<file path="config.mk">
export PLATFORM = sky130hd
export DESIGN_NAME = gkdg_front
export DESIGN_NICKNAME = d
export VERILOG_FILES = /design/src/gkdg_pkg.sv /design/src/gkdg_front.sv
export SDC_FILE = /design/constraint.sdc
export NUM_CORES = 2
export LEC_CHECK = 0
export ABC_AREA = 1
export BUFFER_PORTS_ARGS = -buffer_cell sky130_fd_sc_hd__buf_2
export CAP_MARGIN = 0
export CORE_ASPECT_RATIO = 0.9
export CORE_UTILIZATION = 44
export CTS_CLUSTER_SIZE = 24
export DETAILED_ROUTE_END_ITERATION = 10
export PLACE_DENSITY = 0.69
export SYNTH_ARGS = -nofsm -noshare
export SYNTH_HDL_FRONTEND = slang
export SYNTH_SLANG_ARGS = --single-unit
</file>
<file path="constraint.sdc">
create_clock -name clk -period 3.7 [get_ports clk]
set_input_delay 0.37 -clock clk [delete_from_list [all_inputs] [get_ports clk]]
set_output_delay 0.37 -clock clk [all_outputs]
set_load 0.02 [all_outputs]
</file>
<file path="src/gkdg_pkg.sv">
// ----------------------------------------------------------------------------
// gkdg_pkg
// Shared types, codes and constants of the kernel density gradient unit.
// ----------------------------------------------------------------------------
package gkdg_pkg;

	// default sizes
	localparam int MAX_SAMPLES_DEF     = 1024;
	localparam int MAX_DIMS_DEF        = 8;
	localparam int EXP_TABLE_DEPTH_DEF = 256;

	// widest index fields carried through the command queue
	localparam int ADDR_FIELD_W = 16;
	localparam int DIM_FIELD_W  = 4;

	// command queue
	localparam int QUEUE_DEPTH = 4;
	localparam int QPTR_W      = 2;

	// register indexes
	localparam logic [2:0] REG_SAMPLES_USED = 3'd0;
	localparam logic [2:0] REG_DIMS_USED    = 3'd1;
	localparam logic [2:0] REG_KERNEL_COEFF = 3'd2;
	localparam logic [2:0] REG_SAMPLE_SCALE = 3'd3;
	localparam logic [2:0] REG_INV_SHAT_SQ  = 3'd4;

	// command codes
	localparam logic [1:0] OP_LOAD   = 2'd0;
	localparam logic [1:0] OP_QCOORD = 2'd1;
	localparam logic [1:0] OP_QLAST  = 2'd2;

	// fixed-point constants
	localparam logic [63:0] LN2_Q30   = 64'd744261118;
	localparam logic [16:0] LOG2E_Q16 = 17'd94548;

	// input item
	typedef struct packed {
		logic               kind;
		logic [9:0]         point_index;
		logic [2:0]         dim_index;
		logic signed [31:0] coord_value;
	} item_t;

	// result item
	typedef struct packed {
		logic [2:0]         out_dim;
		logic signed [31:0] grad_value;
		logic               zero_weight;
		logic               last;
	} result_t;

	// classified command from front to back
	typedef struct packed {
		logic [1:0]              op;
		logic [ADDR_FIELD_W-1:0] addr;
		logic [DIM_FIELD_W-1:0]  dim;
		logic [31:0]             data;
	} cmd_t;

	// queue head as seen by the back end
	typedef struct packed {
		logic valid;
		cmd_t cmd;
	} qhead_t;

	// 16-term series for exp(x), x in Q2.30
	function automatic logic [63:0] exp_series(input logic [63:0] x);
		logic [63:0] term;
		logic [63:0] sum;
		term = 64'd1 << 30;
		sum  = term;
		for (int n = 1; n <= 15; n++) begin
			term = ((term * x) >> 30) / 64'(n);
			sum  = sum + term;
		end
		return sum;
	endfunction

endpackage

</file>
<file path="src/gkdg_front.sv">
// ----------------------------------------------------------------------------
// gkdg_front
// Accepts items, classifies them, scales sample loads and queues commands.
// ----------------------------------------------------------------------------
module gkdg_front #(
	parameter int MAX_SAMPLES = gkdg_pkg::MAX_SAMPLES_DEF,
	parameter int MAX_DIMS    = gkdg_pkg::MAX_DIMS_DEF,
	parameter int ND_W        = $clog2(MAX_DIMS + 1)
) (
	input  logic                  clk,
	input  logic                  arst_n,
	input  logic                  start,
	output logic                  busy,
	input  gkdg_pkg::item_t       item,
	input  logic [15:0]           sample_scale,
	input  logic [ND_W-1:0]       nd,
	output gkdg_pkg::qhead_t      head,
	input  logic                  pop
);

	gkdg_pkg::cmd_t              queue_q [gkdg_pkg::QUEUE_DEPTH];
	logic [gkdg_pkg::QPTR_W-1:0] wr_ptr_q;
	logic [gkdg_pkg::QPTR_W-1:0] rd_ptr_q;
	logic [gkdg_pkg::QPTR_W:0]   count_q;

	logic                  accept;
	logic                  keep;
	gkdg_pkg::cmd_t        cmd;
	logic signed [48:0]    scaled;
	logic signed [48:0]    rounded;

	assign busy   = (count_q == (gkdg_pkg::QPTR_W + 1)'(gkdg_pkg::QUEUE_DEPTH));
	assign accept = start && !busy;

	// scale a sample coordinate with rounding
	assign scaled  = 49'(item.coord_value) * 49'(signed'({1'b0, sample_scale}));
	assign rounded = scaled + 49'sd32768;

	// classify the item
	always_comb begin
		cmd.addr = gkdg_pkg::ADDR_FIELD_W'(item.point_index);
		cmd.dim  = gkdg_pkg::DIM_FIELD_W'(item.dim_index);
		cmd.data = item.coord_value;
		cmd.op   = gkdg_pkg::OP_QCOORD;
		keep     = 1'b0;
		if (!item.kind) begin
			cmd.op   = gkdg_pkg::OP_LOAD;
			cmd.data = rounded[47:16];
			keep     = (32'(item.point_index) < 32'(MAX_SAMPLES)) &&
			           (32'(item.dim_index) < 32'(MAX_DIMS));
		end else begin
			keep = 32'(item.dim_index) < 32'(MAX_DIMS);
			if (32'(item.dim_index) == 32'(nd) - 32'd1) begin
				cmd.op = gkdg_pkg::OP_QLAST;
			end
		end
	end

	// queue storage
	always_ff @(posedge clk) begin
		if (accept && keep) begin
			queue_q[wr_ptr_q] <= cmd;
		end
	end

	// queue pointers
	always_ff @(posedge clk or negedge arst_n) begin
		if (!arst_n) begin
			wr_ptr_q <= '0;
			rd_ptr_q <= '0;
			count_q  <= '0;
		end else begin
			if (accept && keep) begin
				wr_ptr_q <= wr_ptr_q + 1'b1;
			end
			if (pop) begin
				rd_ptr_q <= rd_ptr_q + 1'b1;
			end
			count_q <= count_q + (gkdg_pkg::QPTR_W + 1)'(accept && keep)
			                   - (gkdg_pkg::QPTR_W + 1)'(pop);
		end
	end

	assign head.valid = (count_q != '0);
	assign head.cmd   = queue_q[rd_ptr_q];

endmodule

</file>
## Word level (Yosys, flattened, before mapping)

Memory sizes are Yosys's and may differ from the RTL's.
Index checks and enable logic that the tools add are counted.

- Flip-flop bits (word level): 7
- Memory bits (writable): 188
- Input port bits: 70
- Output and inout port bits: 56
- Logic and storage cells: 21
- Memories: 1

- Add/sub/neg operators: 6
- $mul: 1
- Eq/ne operators: 2
- Mux-type cells: 5
- Reductions and logical operators: 3

Memory list:

| name | words | bits a word | rd ports | clocked after memory_dff | write ports | line | text |
|---|---|---|---|---|---|---|---|
| queue_q | 4 | 47 | 1 | 0 | 1 | gkdg_front.sv:21 | `gkdg_pkg::cmd_t queue_q [gkdg_pkg::QUEUE_DEPTH];` |

Operators by type and width:

| cell | number |
|---|---|
| 48-bit by 17-bit adder with 48-bit output, second input constant | 1 |
| 32-bit by 17-bit multiplier with 48-bit output | 1 |
| 3-bit by 32-bit == test with 1-bit output | 1 |
| 32-bit two-way mux | 1 |
| 4-bit by 1-bit subtractor with 5-bit output, second input constant | 1 |
| 2-bit by 1-bit adder with 2-bit output, second input constant | 2 |
| 2-bit two-way mux | 2 |
| 3-bit by 1-bit adder with 3-bit output | 1 |
| 3-bit == test, second input constant | 1 |
| 3-bit nonzero test | 1 |
| 3-bit by 1-bit subtractor with 3-bit output | 1 |
| 1-bit two-way mux | 2 |
| 1-bit logical AND | 1 |
| 1-bit zero test | 1 |

## Longest topological paths before layout

- Depth after elaboration: 5
- Depth in mapped cells: 29

## Worst setup path before layout

No wires, ideal clock.

- Kind: input to register
- From: input port item[31] (netlist name)
- To: memory queue_q[0][29] (netlist name) (data pin)
- Library setup time: 0.265 ns
- Arrival: 5.658 ns
- Data required time: 3.435 ns
- Setup slack: -2.223 ns
- Cell stages on the path: 24
- Path through: clkbuf_1 -> clkbuf_1 -> nand2_1 -> fa_1 -> fa_1 -> inv_1 -> fa_1 -> fa_1 -> fa_1 -> inv_1 -> fa_1 -> inv_1 -> ha_1 -> nand2_1 -> nor2_1 -> inv_1 -> nor3_1 -> nand2_1 -> nor3_1 -> nand2_1 -> nand3_1 -> nand2_1 -> nand3_1 -> nand2_1

RTL lines:

| element | line | text |
|---|---|---|
| start: declaration | gkdg_front.sv:14 | `input gkdg_pkg::item_t item,` |
| end: declaration | gkdg_front.sv:21 |  |

==> qor.csv <==
metric,value,unit
status,finished with violations,
failing checks,negative setup slack,
YS warnings,0,
hold depth,1,
Max Cap Violations,0,
via count,22689,
largest net degree at the start of global routing,97,
Worst Setup SP,sample_scale[7],
IO Port Bufs,118,
Synth Area in XOR/XNOR,0.008816,
R2R Path Start,count_q[1],
Synth Area in Simple Gates,0.1496,
area grow syn2layout,27.44,%
synth cell count leaders,"inv_1 (1,071), nand2_1 (775), fa_1 (484)",
Die H,240.5,um
r2r setup slk,1.21,ns
Mapped Cells,3402,
die area,64230,um^2
die width,267.0,um
clock sinks,195,
worst setup path end,queue_q[2][23],
DRC Markers,0,
Synth area leader,fa_1,
Final Hold Violating Endpoints,0,
DR WL/cell,17.42,um
first-pass GRT wire length,119800,um
Core Area,62590,um^2
final antenna-violating net count,0,
share of cells above drive strength 1,0.2544,
register area share after synthesis,0.2092,
most frequent cell after synthesis,inv_1,
mux cell area share after synthesis,0,
Worst Path Max Fanout,8,
# IOs,126,
drt pass-1 iters,6,
worst setup margin,-1.715,ns
share of the synthesized area in the top cell type,0.3483,
Syn Area/Cell,8.177,um^2
crit path kind,input pin to register,
Unique masters post-synth,40,
initial antenna violation count,2,
worst skew pair latency,0.43,ns
Layout Skew,0.008121,ns
Post-Synth Adder-Cell Area,0.4140,
RR Endpoint,count_q[2],
unrepaired setup endpoints after global routing,true,
Post-synth top flop,edfxtp_1,
CTS tree,done,
async set-or-reset flop fraction in the synthesized netlist,0.03590,
hold slack,0.1568,ns
"Setup violations, final",128,
CTS max path bufs,2,
H-Tree Depth,4,
CTS Buf Count,17,
synth top area cells,"fa_1 (35%), edfxtp_1 (20%), inv_1 (14%), nand2_1 (10%), ha_1 (6.6%)",
CP endpoint kind,register,
Worst EP required,3.87,ns
hold crit path type,input pin to register,
worst endpoint data arrival time,5.59,ns
final worst path period need,5.415,ns
starting density of the core,0.4444,
DR vias/cell,4.913,
critical path startpoint category,input pin,
Reg2Reg Depth,10,
root buf cell,clkbuf_16,
total wire length,80470,um
Max Fclk,184.7,MHz
Slew @ Worst Pin,0.8082,ns
diode count,0,
RePlAce Congestion,0.9421,
vias in the first global route,23030,
total track usage,0.2366,
final slew viol count,0,
detailed placement HPWL,59270,um
row cnt,87,
clock transition at the registers of the reported paths,0.07,ns
post-synthesis compound-gate area fraction,0.05069,
utilization after layout,0.5664,
Nets,4461,
largest family of logic cells by synthesized area,adder cells,
First DRT Iteration DRCs,1845,
Slew HR,0.4604,
Post-synth EDFFs,188,
gr ovfl total,0,
fin crit share,1.464,
Synth Cell Area,27820,um^2
"flops & latches, synth",195,
[critical path, stage by stage]
cell	delay [ns]
buf_12	0.12
buf_16	0.16
nand2_2	0.07
inv_2	0.04
fa_1	0.54
inv_2	0.05
fa_2	0.56
fa_1	0.42
fa_1	0.51
inv_2	0.05
fa_1	0.49
inv_2	0.04
fa_1	0.51
inv_2	0.05
ha_4	0.34
nand2_8	0.09
nor2_4	0.18
inv_2	0.07
nor3_2	0.20
nand2_1	0.11
nand2_2	0.12
nand2_2	0.07
nand2_4	0.08
nand2_2	0.05
nand2_1	0.05
nand2_1	0.04
nand3_1	0.08
nand2_2	0.10
[what timing repair did]
item,in CTS,in global routing
buffers inserted,8,24
pin swaps,31,129
endpoints found under the hold margin,7,0
gates cloned,1,16
setup endpoints to repair,128,128
hold buffers,1,0
gates resized for setup,108,372
[registers in the layout, summed over array words and instances (netlist names)]
signal and cells:
rd_ptr_q 2, queue_q 188, count_q 3, wr_ptr_q 2
[per-stage QoR]
stage | setup slack [ns] | cell area [um^2] | setup TNS [ns] | std cells
CTS | -1.655 | 33720 | -202.86 | 4578
detailed placement | -2.368 | 32710 | -282.08 | 4537
global route | -1.864 | 35450 | -226.42 | 4618
floorplan | -1.680 | 29300 | -196.12 | 3408
finish | -1.715 | 35450 | -207.49 | 4618
global placement | -2.307 | 32710 | -277.11 | 4537
[per-layer routing]
layer  vias up  global-route usage  part of all wire
met5         -                   0           0.00032
met4         4             0.05347             0.020
met3       122             0.02173             0.092
met2       847              0.3999              0.47
met1     11215              0.3309              0.42
li1      10501                   -                 -
[cells by family after synthesis]
logic type	Yosys count
adder cells (fa/ha/maj)	630
XOR/XNOR	28
AO/OA/AOI/OAI	261
buffers and inverters	1232
AND/OR/NAND/NOR	1055
flip-flops	195
other	1
[layout make-up]
| class | count | area [um^2] |
|---|---|---|
| clock buffer | 17 | 425.4 |
| inverter | 1076 | 4044 |
| timing repair buffer | 490 | 4519 |
| sequential | 195 | 5822 |
| clock inverter | 14 | 150.1 |
| tap | 845 | 1057 |
| multi-input combinational | 1981 | 19430 |
| fill | 5371 | 27140 |
[layout by cell type (no fill, tap or decap), drive strengths merged, types with 7 or more instances in the layout]
master  netlist  final
fa          484    484
nor2        182    182
nor3          9      9
xnor2        16     16
ha          146    146
clkbuf      144     34
clkinv        1      7
xor2         12     12
o22ai        47     47
nand2       781    781
buf          12    472
dfrtp         7      7
edfxtp      188    188
inv        1075   1080
nand3        53     53
a21oi        63     63
nand4        12     12
conb          1      7
o21ai       133    133
[worst min path at each step]
stage	startpoint	end	slack [ns]
after floorplan	arst_n	count_q[0]	0.07
final	item[40]	queue_q[3][40]	0.16
after CTS	item[38]	queue_q[1][38]	0.14
after detailed placement	arst_n	rd_ptr_q[1]	0.23
after global routing	item[38]	queue_q[1][38]	0.15
after global placement	arst_n	rd_ptr_q[1]	0.22
Power is not shown: default switching activity piles up to over one toggle a cycle in this logic, so the estimate is an artifact.
